`src/rtl/core/tmcr_pkg.sv`:
```
// shared constants, codes and control types of the text-mode console renderer
package tmcr_pkg;

  localparam int MAX_COLS     = 128;
  localparam int MAX_ROWS     = 64;
  localparam int GLYPH_HEIGHT = 16;
  localparam int MAX_SCALE    = 4;

  localparam int CELLS      = MAX_COLS * MAX_ROWS;
  localparam int COL_W      = $clog2(MAX_COLS);
  localparam int ROW_W      = $clog2(MAX_ROWS);
  localparam int CELL_AW    = COL_W + ROW_W;
  localparam int LINE_W     = $clog2(GLYPH_HEIGHT);
  localparam int GLYPH_AW   = 7 + LINE_W;
  localparam int GLYPH_ROWS = 1 << GLYPH_AW;
  localparam int CUR_W      = 14;

  localparam logic [2:0] CFG_COLS  = 3'd0;
  localparam logic [2:0] CFG_ROWS  = 3'd1;
  localparam logic [2:0] CFG_SCALE = 3'd2;

  localparam logic [1:0] FUNC_PUT    = 2'd0;
  localparam logic [1:0] FUNC_CELL   = 2'd1;
  localparam logic [1:0] FUNC_GLYPH  = 2'd2;
  localparam logic [1:0] FUNC_RENDER = 2'd3;

  localparam logic [7:0] CH_CR    = 8'h0d;
  localparam logic [7:0] CH_LF    = 8'h0a;
  localparam logic [7:0] CH_QMARK = 8'h3f;
  localparam logic [7:0] CH_SPACE = 8'h20;

  localparam logic [31:0] RST_FG = 32'hffff_ffff;
  localparam logic [31:0] RST_BG = 32'h0000_0000;

  typedef enum logic [1:0] {
    DIV_RB,
    DIV_CUR,
    DIV_X,
    DIV_Y
  } div_op_e;

  typedef struct packed {
    logic    load;
    logic    div_start;
    div_op_e div_op;
    logic    save_rbm;
    logic    save_u;
    logic    save_v;
    logic    apply_lf;
    logic    do_scroll;
    logic    clr_write;
    logic    put_write;
    logic    cell_write;
    logic    glyph_write;
    logic    out_load;
    logic    init_write;
  } cmd_t;

  typedef struct packed {
    logic [1:0] func;
    logic       is_cr;
    logic       is_lf;
    logic       div_done;
    logic       div_busy;
    logic       need_scroll;
    logic       clr_last;
    logic       init_last;
    logic       out_free;
  } sts_t;

endpackage

```
`src/rtl/core/tmcr_ctrl.sv`:
```
// controller state machine sequencing the datapath for each transaction
module tmcr_ctrl import tmcr_pkg::*; (
  input  logic clk_i,
  input  logic rst_ni,
  input  logic in_valid_i,
  output logic in_stall_o,
  input  sts_t sts_i,
  output cmd_t cmd_o
);

  localparam logic [3:0] ST_INIT  = 4'd0;
  localparam logic [3:0] ST_IDLE  = 4'd1;
  localparam logic [3:0] ST_DISP  = 4'd2;
  localparam logic [3:0] ST_W_RB  = 4'd3;
  localparam logic [3:0] ST_W_LF  = 4'd4;
  localparam logic [3:0] ST_SCHK  = 4'd5;
  localparam logic [3:0] ST_CLEAR = 4'd6;
  localparam logic [3:0] ST_W_CUR = 4'd7;
  localparam logic [3:0] ST_PUT   = 4'd8;
  localparam logic [3:0] ST_CELL  = 4'd9;
  localparam logic [3:0] ST_W_X   = 4'd10;
  localparam logic [3:0] ST_W_Y   = 4'd11;
  localparam logic [3:0] ST_RD1   = 4'd12;
  localparam logic [3:0] ST_RD2   = 4'd13;
  localparam logic [3:0] ST_OUT   = 4'd14;

  logic [3:0] state_q;
  logic [3:0] state_d;

  always_comb begin
    state_d = state_q;
    cmd_o   = '0;
    case (state_q)
      ST_INIT: begin
        cmd_o.init_write = 1'b1;
        if (sts_i.init_last) begin
          state_d = ST_IDLE;
        end
      end
      ST_IDLE: begin
        if (in_valid_i) begin
          cmd_o.load = 1'b1;
          state_d    = ST_DISP;
        end
      end
      ST_DISP: begin
        case (sts_i.func)
          FUNC_PUT: begin
            if (sts_i.is_cr) begin
              state_d = ST_IDLE;
            end else begin
              cmd_o.div_start = 1'b1;
              cmd_o.div_op    = DIV_RB;
              state_d         = ST_W_RB;
            end
          end
          FUNC_CELL: begin
            cmd_o.div_start = 1'b1;
            cmd_o.div_op    = DIV_RB;
            state_d         = ST_W_RB;
          end
          FUNC_GLYPH: begin
            cmd_o.glyph_write = 1'b1;
            state_d           = ST_IDLE;
          end
          default: begin
            cmd_o.div_start = 1'b1;
            cmd_o.div_op    = DIV_X;
            state_d         = ST_W_X;
          end
        endcase
      end
      ST_W_RB: begin
        if (sts_i.div_done) begin
          cmd_o.save_rbm = 1'b1;
          if (sts_i.func == FUNC_CELL) begin
            state_d = ST_CELL;
          end else if (sts_i.func == FUNC_RENDER) begin
            state_d = ST_RD1;
          end else if (sts_i.is_lf) begin
            cmd_o.div_start = 1'b1;
            cmd_o.div_op    = DIV_CUR;
            state_d         = ST_W_LF;
          end else begin
            state_d = ST_SCHK;
          end
        end
      end
      ST_W_LF: begin
        if (sts_i.div_done) begin
          cmd_o.apply_lf = 1'b1;
          state_d        = ST_SCHK;
        end
      end
      ST_SCHK: begin
        if (sts_i.need_scroll) begin
          cmd_o.do_scroll = 1'b1;
          state_d         = ST_CLEAR;
        end else if (sts_i.is_lf) begin
          state_d = ST_IDLE;
        end else begin
          cmd_o.div_start = 1'b1;
          cmd_o.div_op    = DIV_CUR;
          state_d         = ST_W_CUR;
        end
      end
      ST_CLEAR: begin
        cmd_o.clr_write = 1'b1;
        if (sts_i.clr_last) begin
          if (sts_i.is_lf) begin
            state_d = ST_IDLE;
          end else begin
            cmd_o.div_start = 1'b1;
            cmd_o.div_op    = DIV_CUR;
            state_d         = ST_W_CUR;
          end
        end
      end
      ST_W_CUR: begin
        if (sts_i.div_done) begin
          state_d = ST_PUT;
        end
      end
      ST_PUT: begin
        cmd_o.put_write = 1'b1;
        state_d         = ST_IDLE;
      end
      ST_CELL: begin
        cmd_o.cell_write = 1'b1;
        state_d          = ST_IDLE;
      end
      ST_W_X: begin
        if (sts_i.div_done) begin
          cmd_o.save_u    = 1'b1;
          cmd_o.div_start = 1'b1;
          cmd_o.div_op    = DIV_Y;
          state_d         = ST_W_Y;
        end
      end
      ST_W_Y: begin
        if (sts_i.div_done) begin
          cmd_o.save_v    = 1'b1;
          cmd_o.div_start = 1'b1;
          cmd_o.div_op    = DIV_RB;
          state_d         = ST_W_RB;
        end
      end
      ST_RD1: begin
        state_d = ST_RD2;
      end
      ST_RD2: begin
        state_d = ST_OUT;
      end
      ST_OUT: begin
        if (sts_i.out_free) begin
          cmd_o.out_load = 1'b1;
          state_d        = ST_IDLE;
        end
      end
      default: begin
        state_d = ST_IDLE;
      end
    endcase
  end

  always_ff @(posedge clk_i or negedge rst_ni) begin
    if (!rst_ni) begin
      state_q <= ST_INIT;
    end else begin
      state_q <= state_d;
    end
  end

  assign in_stall_o = state_q != ST_IDLE;

endmodule

```
`config.mk`:
```
export PLATFORM = sky130hd
export DESIGN_NAME = tmcr_ctrl
export DESIGN_NICKNAME = d
export VERILOG_FILES = /design/src/rtl/core/tmcr_pkg.sv /design/src/rtl/core/tmcr_ctrl.sv
export SDC_FILE = /design/constraint.sdc
export NUM_CORES = 1
export LEC_CHECK = 0
export BUFFER_PORTS_ARGS = -buffer_cell sky130_fd_sc_hd__buf_2
export CORE_MARGIN = 1
export CORE_UTILIZATION = 45
export CTS_BUF_LIST = sky130_fd_sc_hd__clkbuf_4
export CTS_CLUSTER_DIAMETER = 60
export DETAILED_ROUTE_END_ITERATION = 7
export MAX_ROUTING_LAYER = met4
export PLACE_DENSITY_LB_ADDON = 0.15
export SYNTH_ARGS = -nofsm -noshare
export SYNTH_HDL_FRONTEND = slang
export SYNTH_SLANG_ARGS = --single-unit
```
`constraint.sdc`:
```
create_clock -name clk_i -period 4.96 [get_ports clk_i]
set_input_delay 0.248 -clock clk_i [delete_from_list [all_inputs] [get_ports clk_i]]
set_output_delay 0.248 -clock clk_i [all_outputs]
set_load 0.1 [all_outputs]
```
# == Word-level counts from Yosys, hierarchy flattened ==
# Index checks and enable logic that the tools add are counted.
# Widths: inputs -> output; s select.
# word_totals
reg_bits,4
in_bits,13
output_inout_bits,16
wordCells,77
# classes
n_eq_ne,27
muxes,46
n_reduce_logical,3
# op_table
cell,count
$pmux 4 s13,1
$mux 4,12
$mux 3,11
$eq 4x4->1 const B,7
$mux 1,18
$ne 2x2->1 const B,9
$pmux 3 s6,1
$eq 4x3->1 const B,4
$pmux 4 s3,1
$pmux 3 s3,1
$reduce_and 9->1,1
$eq 4x2->1 const B,2
$eq 2x2->1 const B,2
$eq 4x1->1 const B,1
$logic_not 4->1,1
$ne 4x1->1 const B,1
$eq 2x1->1 const B,1
$logic_not 2->1,1
$mux 2,1

# == Logic depth before layout (Yosys ltp) ==
# Gate-level depths: netlist (run 1).
# logic_depth
word_depth,5
ltp_mapped,6
ltp_nobuf,4

# == Worst setup path after synthesis (run 1) ==
# Ideal clock, no wire load.
# synth_path
path_type,register to output
from,register state_q[1]
to,output cmd_o[0] (netlist bit)
t_arrival_ps,3608
required_ps,4712
slack_ps,1104
stages_incl_launch_ff,4
path_buffers,2
cell_sequence,dfrtp_1 buf_2 buf_2 nor4_1
# synth_lines
element,line,rtl
from (decl),tmcr_ctrl.sv:27,logic [3:0] state_q;
from (signal assigned),tmcr_ctrl.sv:170,state_q <= state_d;
to (decl),tmcr_ctrl.sv:8,output cmd_t cmd_o

==> out/results.tsv, run 1 <==
metric	value	unit
grt_util_all_layers	0.253	
maxCapViolations	0	
use_met3	0.0598	
cts.sinks	4	
dpl_cell_area	793	um2
drt_first_pass_iters	4	
drc	0	
overflow	0	
async_flop_share	1.00	
io_pins	29	
drt-initial-drc-count	23	
worstSkewPairLatency	240	ps
finalHoldViolCount	0	
path_max_fanout	26	
initial_core_util	0.505	
design_area	826	um2
finalNetCount	127	
reg2reg_slack	2770	ps
use_met2	0.406	
critPathRequiredTime	4710	ps
cts_resized	0	
netlist_area	691	um2
syn_area_per_cell	7.76	um2
cp-end-kind	output port	
port_buffers	27	
drt_wl_total	1920	um
maxSlewViolCount	0	
fin_setup_tns	0	ps
use_met1	0.300	
layout_commonest_cell	buf_2	
synth_xor_area_frac	0	
finalCritPeriodShare	0.494	
n_antenna_cell	0	
grt_pass1_wl	2730	um
top_register	state_q	
synth-edff-count	0	
cts_inserted_buffers	3	
yosysWarningCount	0	
synth_seq_cells	4	
powerDensity	776	nW/um2
rsz0062_at_grt	false	
post_cts_buffers	0	
clock_skew	4.29	ps
grt_antenna_before_repair	0	
holdWs	332	ps
rows	13	
busiest_layer	met2	
worstPathArrival	2200	ps
cts_root_buf	clkbuf_4	
mostFrequentLayoutCells	buf_2, nor2_1, inv_1, nor2b_1	
core_area	1370	um2
ant_nets	0	
largest_reg_flops	4	
synth-adder-area-share	0	
vias	823	
setup_viol	0	
period_needed	2450	ps
muxShareOfSynthArea	0.0145	
clk_pin_slew	40	ps
ir_drop	0.386	mV
cp-start-kind	flop	
cpPeakStageDelay	790	ps
avgRoutedWirePerCell	15.1	um
tritoncts	done	
yosysSeqAreaShare	0.145	
fin_util	0.604	
avgViaCountPerCell	6.48	
die-area	1700	um2
place_congestion	0.897	
drive_above_1_share	0.304	
path_cells	nand3_1 -> nand2b_1 -> o221ai_1 -> a311o_1 -> buf_2	
yosysUniqueCellTypes	44	
die_h	41.2	um
fp.dieW	41.2	um
place_hpwl	1370	um
slew-limit-headroom	0.528	
worst_pin_slew	708	ps
htree_levels	1	
syn_to_final_growth	19.6	%
synth_ff_type	dfrtp_1	
fmax	408	MHz
cellLeakagePower	0.395	nW
grt_max_degree	27	
synth_nets	102	
status	finished clean	
synthSimpleGateAreaFrac	0.393	
grt_pass1_vias	643	
synth_compound_gate_area_share	0.346	
holdCritPathClass	in -> async	
syn_inst	89	
clock_path_buffers	2	
top_regs	state_q (4)	
critPathSlowestCell	dfrtp_1	
setup.worst_path.class	reg -> out	
synth_top_family_by_area	simple AND/OR/NAND/NOR gates	
## cell usage after synthesis (all sizes together) (3+ instances only)
master	n	area share
nand2	4	0.022
nor2	7	0.038
nor3	3	0.022
inv	5	0.027
nor2b	5	0.045
o32ai	3	0.065
and3	3	0.027
buf	7	0.069
nor4	3	0.027
nand3	3	0.022
nand2b	4	0.036
dfrtp	4	0.14
## power by group
| group | internal [W] | switching [W] |
|---|---|---|
| clock network | 0.0000271 | 0.0000144 |
| logic | 0.000144 | 0.000334 |
| registers | 0.0000468 | 0.0000740 |
## per-stage QoR
step / total power [W] / std cells / setup WS (ps)
finish: 0.000640 / 127 / 2510
global route: 0.000680 / 127 / 2360
CTS: 0.000638 / 127 / 2510
detailed placement: 0.000594 / 123 / 2770
global placement: 0.000590 / 123 / 2800
floorplan: 0.000535 / 89 / 1100
## kinds of logic (layout without fill, tap and decap cells)
family                 Yosys count  in the layout
muxes                            1              1
and+or+nand+nor                 44             44
DFF                              4              4
AOI/OAI and AO/OA               27             27
buffers and inverters           13             36
## final timing paths
kind,cells past startpoint,to,from
setup / recovery,5,cmd_o[13],state_q[1]
hold / removal,2,state_q[2],rst_ni
setup reg to reg,4,state_q[0],state_q[1]
hold reg to reg,2,state_q[3],state_q[0]
max in group asynchronous,2,state_q[0],rst_ni
min in group clk_i,3,state_q[3],sts_i[9]
## per-layer routing
| metal | wire length, um | up-vias | part of all wire |
|---|---|---|---|
| li1 | - | 397 | - |
| met3 | 131 | 4 | 0.068 |
| met1 | 857 | 384 | 0.45 |
| met4 | 16 | 0 | 0.0083 |
| met2 | 911 | 38 | 0.48 |
| met5 | 0 | - | 0 |
## critical path: cells and delay by family, from the launching register on
| family | cells | cell delay, ps |
|---|---|---|
| flip-flops | 1 | 790 |
| buffers and inverters | 1 | 420 |
| AO/OA/AOI/OAI | 2 | 380 |
| AND/OR/NAND/NOR | 2 | 360 |
## timing repair
item,CTS,global route
endpoints found under the hold margin,4,0
hold buffers,1,0
endpoints found under the setup margin,0,0
## cell type report
cell class / count / area [um2]
multi-input cells: 72 / 520
repair buffers: 28 / 145
inverters: 5 / 18.8
well taps: 15 / 18.8
flip-flops and latches: 4 / 100
clock buffers: 3 / 22.5
fillers: 140 / 541
(Power assumes the default switching activity.)
==> run 2, diff against run 1 <==
Clock period 4.96 ns to 2.4 ns, I/O delays scaled along.
==> run 2 against run 1 <==
Compared with the run above:
- via count increased by 4.3%
- hold slack got worse by 120 ps
- flip-flop and latch count unchanged
- worst setup slack got worse by 2400 ps
- register-to-register slack got worse by 2500 ps
- sequential share of layout area decreased by 1.2 points
- non-clock buffer count increased by 4
- first-iteration DRC count increased by 65%
- critical endpoint is now cmd_o[11]
- core utilization increased by 6.8 points
- largest cell class unchanged
==> out/results.tsv, run 2 (synthesis results as in run 1) <==
metric	value	unit	change
status	finished clean		unchanged
die_h	41.2	um	unchanged
clock_skew	0.442	ps	was 4.29 ps
holdCritPathClass	in -> async		unchanged
path_buf_inv	1		unchanged
cts.sinks	4		unchanged
ant_nets	0		unchanged
period_needed	2270	ps	
cp-start-kind	flop		unchanged
clk_pin_slew	40	ps	about the same
cellLeakagePower	0.425	nW	was 0.395 nW
fp.dieW	41.2	um	unchanged
grt_util_all_layers	0.269		was 0.253
top_regs	state_q (4)		unchanged
port_buffers	27		unchanged
finalNetCount	131		was 127
avgViaCountPerCell	6.55		was 6.48
path_cells	nor2b_1 -> o21ai_0 -> o221ai_4 -> buf_2		was nand3_1 -> nand2b_1 -> o221ai_1 -> a311o_1 -> buf_2
drc	0		unchanged
slew-limit-headroom	0.622		was 0.528
syn_to_final_growth	33.0	%	was 19.6%
ctsHoldBuffers	1		unchanged
worstSkewPairLatency	240	ps	about the same
layout_commonest_cell	buf_2		unchanged
fin_ws	128	ps	was 2510 ps
tritoncts	done		unchanged
clock_path_buffers	2		unchanged
overflow	0		unchanged
fmax	440	MHz	
post-place-ws	319	ps	was 2770 ps
n_fill_cell	133		was 140
initial_core_util	0.505		unchanged
path_max_fanout	18		was 26
crit_family	flip-flops		unchanged
grt_max_degree	19		was 27
setup.worst_path.class	reg -> out		unchanged
drt_first_pass_iters	4		unchanged
finalCritPeriodShare	0.947		
place_congestion	0.920		was 0.897
cts_inserted_buffers	3		unchanged
core_area	1370	um2	unchanged
layoutNonFillerInstCount	131		was 127
drive_above_1_share	0.388		was 0.304
place_inst	127		was 123
io_pins	29		unchanged
cts_resized	0		unchanged
cp-end-kind	output port		unchanged
worstPathArrival	2150	ps	was 2200 ps
grt_antenna_before_repair	0		unchanged
largest_reg_flops	4		unchanged
drt-initial-drc-count	38		was 23
htree_levels	1		unchanged
grt_pass1_vias	637		was 643
maxSlewViolCount	0		unchanged
maxCapViolations	0		unchanged
holdWs	210	ps	was 332 ps
drt_wl_total	1980	um	was 1920 um
finalHoldViolCount	0		unchanged
fin_setup_tns	0	ps	unchanged
crit_path_start	state_q[2]		was state_q[1]
rsz0062_at_grt	false		unchanged
worst_pin_slew	567	ps	was 708 ps
cts_root_buf	clkbuf_4		unchanged
top_register	state_q		unchanged
place_hpwl	1490	um	was 1370 um
post_cts_buffers	0		unchanged
powerDensity	1570	nW/um2	was 776 nW/um2
worstReg2RegEnd	state_q[0]		unchanged
critPathRequiredTime	2280	ps	was 4710 ps
mostFrequentLayoutCells	buf_2, nor2_1, inv_1, nor2b_1		unchanged
avgRoutedWirePerCell	15.1	um	about the same
rr_worst_depth	4		unchanged
grt_pass1_wl	2930	um	was 2730 um
n_antenna_cell	0		unchanged
r2r_start	state_q[2]		was state_q[1]
critPathSlowestCell	dfrtp_1		unchanged
vias	858		was 823
die-area	1700	um2	unchanged
cpPeakStageDelay	690	ps	was 790 ps
setup_viol	0		unchanged
reg2reg_slack	290	ps	was 2770 ps
ir_drop	0.893	mV	was 0.386 mV
rows	13		unchanged
[run 2: how the worst max path moves through the flow]
stage                 end  slack [ps]  depth (start not counted)
6_report        cmd_o[11]         130                          4
3_5_place_dp   state_q[0]         320                          4
3_3_place_gp   state_q[0]         330                          4
2_1_floorplan    cmd_o[0]        -170                          3
4_1_cts         cmd_o[11]         160                          4
5_1_grt         cmd_o[11]          10                          4
[run 2: where the power goes]
part,switching [W],internal [W]
clock,0.0000294,0.0000561
sequential,0.000103,0.0000981
combinational,0.000782,0.000371
total,0.000914,0.000525
[run 2: per-layer routing]
layer,GRT usage,vias up,wire length (um)
met5,-,-,0
met4,0.0565,0,10
li1,-,409,-
met1,0.377,400,923
met2,0.398,46,887
met3,0.0543,3,162
[run 2: area by class of cell]
| class | instances | area [um2] | share of cell area |
|---|---|---|---|
| multi-input combinational | 72 | 568 | 0.619 |
| timing repair buffer | 32 | 190 | 0.207 |
| clock buffer | 3 | 22.5 | 0.0245 |
| inverter | 5 | 18.8 | 0.0204 |
| tap | 15 | 18.8 | 0.0204 |
| sequential | 4 | 100 | 0.109 |
[run 2: stage by stage]
stage	power, W	area, um2	utilization
global placement	0.00133	886	0.648
finish	0.00144	918	0.672
detailed placement	0.00134	886	0.648
global route	0.00153	918	0.672
CTS	0.00144	918	0.672
floorplan	0.00114	739	-
==> run 3, diff against run 2 <==
Settings changed: ABC_AREA set to 1.
==> run 3 against run 2 <==
Compared with the run above:
- flip-flop and latch count stayed put
- die area decreased by 8.1%
- design area down 9.5%
- sequential share of layout area is 1.1 points higher
- register-to-register slack improved by 530 ps
- area after synthesis fell by 8.5%
- routed wire length is 19% lower
- first-iteration DRC count is 58% lower
- highest routed layer is now met3
==> out/results.tsv, run 3 <==
metric	value	unit	change
status	finished clean		unchanged
avgViaCountPerCell	5.04		was 6.55
avgRoutedWirePerCell	9.65	um	was 15.1 um
clock_skew	1.72	ps	was 0.442 ps
use_met2	0.393		was 0.398
port_buffers	27		unchanged
mostFrequentLayoutCells	nand2_1, buf_2, nor2_1		was buf_2, nor2_1, inv_1, nor2b_1
netlist_area	632	um2	was 691 um2
finalHoldViolCount	0		unchanged
layout_commonest_cell	nand2_1		was buf_2
cp-end-kind	output port		unchanged
path_max_fanout	9		was 18
cts_inserted_buffers	3		unchanged
grt_antenna_before_repair	0		unchanged
use_met3	0.0341		was 0.0543
grt_pass1_vias	641		was 637
cellLeakagePower	0.526	nW	was 0.425 nW
yosysMostFrequentCell	nand2_1		was nor2_1
io_pins	29		unchanged
maxCapViolations	0		unchanged
drt_wl_total	1610	um	was 1980 um
die_h	39.5	um	was 41.2 um
fin_setup_tns	0	ps	unchanged
grt_max_degree	10		was 19
slew-limit-headroom	0.677		was 0.622
powerDensity	1420	nW/um2	was 1570 nW/um2
synth_ff_type	dfrtp_1		unchanged
yosysUniqueCellTypes	19		was 44
place_congestion	0.877		was 0.920
synth-edff-count	0		unchanged
place_hpwl	1360	um	was 1490 um
drt-initial-drc-count	16		was 38
critPathRequiredTime	2280	ps	about the same
synth_seq_cells	4		unchanged
worstPathArrival	1990	ps	was 2150 ps
yosysSeqAreaShare	0.158		was 0.145
largest_reg_flops	4		unchanged
n_antenna_cell	0		unchanged
synth_commonest_cells	nand2_1, nor2_1, inv_1		was nor2_1, buf_2, inv_1, nor2b_1
maxSlewViolCount	0		unchanged
holdWs	222	ps	was 210 ps
syn_to_final_growth	31.5	%	was 33.0%
setup.worst_path.class	reg -> out		unchanged
dpl_cell_area	798	um2	was 886 um2
synth_top_area_frac	0.238		was 0.145
fin_total_pwr	0.00118	W	was 0.00144 W
die-area	1560	um2	was 1700 um2
syn_area_per_cell	5.14	um2	was 7.76 um2
worst_pin_slew	489	ps	was 567 ps
worstSkewPairLatency	230	ps	was 240 ps
rsz0062_at_grt	false		unchanged
top_register	state_q		unchanged
design_area	831	um2	was 918 um2
tritoncts	done		unchanged
post_cts_buffers	0		unchanged
holdCritPathClass	in -> async		unchanged
synth_nets	136		was 102
place_inst	163		was 127
busiest_layer	met2		unchanged
fp.dieW	39.5	um	was 41.2 um
synth_top_area_cell	nand2_1		was dfrtp_1
finalCritPeriodShare	0.880		was 0.947
vias	841		was 858
rows	13		unchanged
reg2reg_slack	820	ps	was 290 ps
synth.area.top_cells	nand2_1, dfrtp_1, nor2_1		was dfrtp_1, nor2b_1, o32ai_4
grt_pass1_wl	2560	um	was 2930 um
cts.sinks	4		unchanged
top_regs	state_q (4)		unchanged
clk_pin_slew	40	ps	about the same
cp-start-kind	flop		unchanged
ir_drop	0.588	mV	was 0.893 mV
setup_viol	0		unchanged
fmax	473	MHz	was 440 MHz
ant_nets	0		unchanged
period_needed	2110	ps	was 2270 ps
yosysWarningCount	0		unchanged
syn_inst	123		was 89
use_met1	0.322		was 0.377
cts_root_buf	clkbuf_4		unchanged
core_area	1300	um2	was 1370 um2
overflow	0		unchanged
drc	0		unchanged
finalNetCount	167		was 131
drive_above_1_share	0.296		was 0.388
initial_core_util	0.486		was 0.505
layoutNonFillerInstCount	167		was 131
clock_path_buffers	2		unchanged
drt_first_pass_iters	4		unchanged
async_flop_share	1.00		unchanged
grt_util_all_layers	0.237		was 0.269
htree_levels	1		unchanged
[run 3: cell count changes after synthesis, moves of 3 or more]
cell / change
nand3_1: +7
nand2_1: +36
and3_1: -3
nand2b_1: -4
inv_1: +14
nor2_1: +17
nor2b_1: -5
buf_2: -5
[run 3: cells by family (layout without fill, tap and decap cells)]
logic type             count (synthesis)  in the layout  share of synthesized area
buffers and inverters                 24             53                      0.178
DFF                                    4              4                      0.158
and+or+nand+nor                       87             87                      0.594
AOI/OAI and AO/OA                      8              8                     0.0693
[run 3: final timing paths]
path,startpoint,end,depth (start not counted)
worst max-delay path,state_q[1],cmd_o[13],9
worst min-delay path,rst_ni,state_q[1],2
worst max register to register,state_q[1],state_q[3],9
worst min register to register,state_q[2],state_q[2],2
max in group asynchronous,rst_ni,state_q[2],2
min in group clk_i,sts_i[5],state_q[1],5
[run 3: worst max-delay path, cell delays in order, from the launching register on]
cell	delay (ps)
dfrtp_1	500
inv_2	100
nor2_2	250
nand2_1	110
inv_1	80
nand2_1	50
a21oi_1	120
inv_1	70
nand3_1	60
buf_2	420
[run 3: cell type report]
class	count	area [um2]
Fill cell	141	470
Multi-Input combinational cell	95	458
Timing Repair Buffer	29	153
Sequential cell	4	100
Inverter	21	78.8
Clock buffer	3	22.5
Tap cell	15	18.8
[run 3: per-layer routing]
metal  up-vias  wire length, um
met3         0               64
met1       376              776
li1        441                -
met2        24              769
met4         0                0
met5         -                0
[run 3: per-stage QoR]
step | worst slack [ps] | util
6_report | 288 | 0.638
2_1_floorplan | -387 | -
3_3_place_gp | 561 | 0.613
5_1_grt | 153 | 0.638
4_1_cts | 290 | 0.638
3_5_place_dp | 540 | 0.613
[run 3: power by group]
| group | switching (W) | internal (W) | leakage [nW] |
|---|---|---|---|
| logic | 0.000733 | 0.000200 | 0.461 |
| clock network | 0.0000235 | 0.0000557 | 0.0138 |
| registers | 0.0000699 | 0.0000975 | 0.0507 |
| total | 0.000826 | 0.000354 | 0.526 |
[run 3: what timing repair did]
action | CTS | global route
endpoints found under the setup margin | 0 | 0
gates resized for setup | 0 | 0
hold endpoints to repair | 4 | 0
hold buffers | 1 | 0
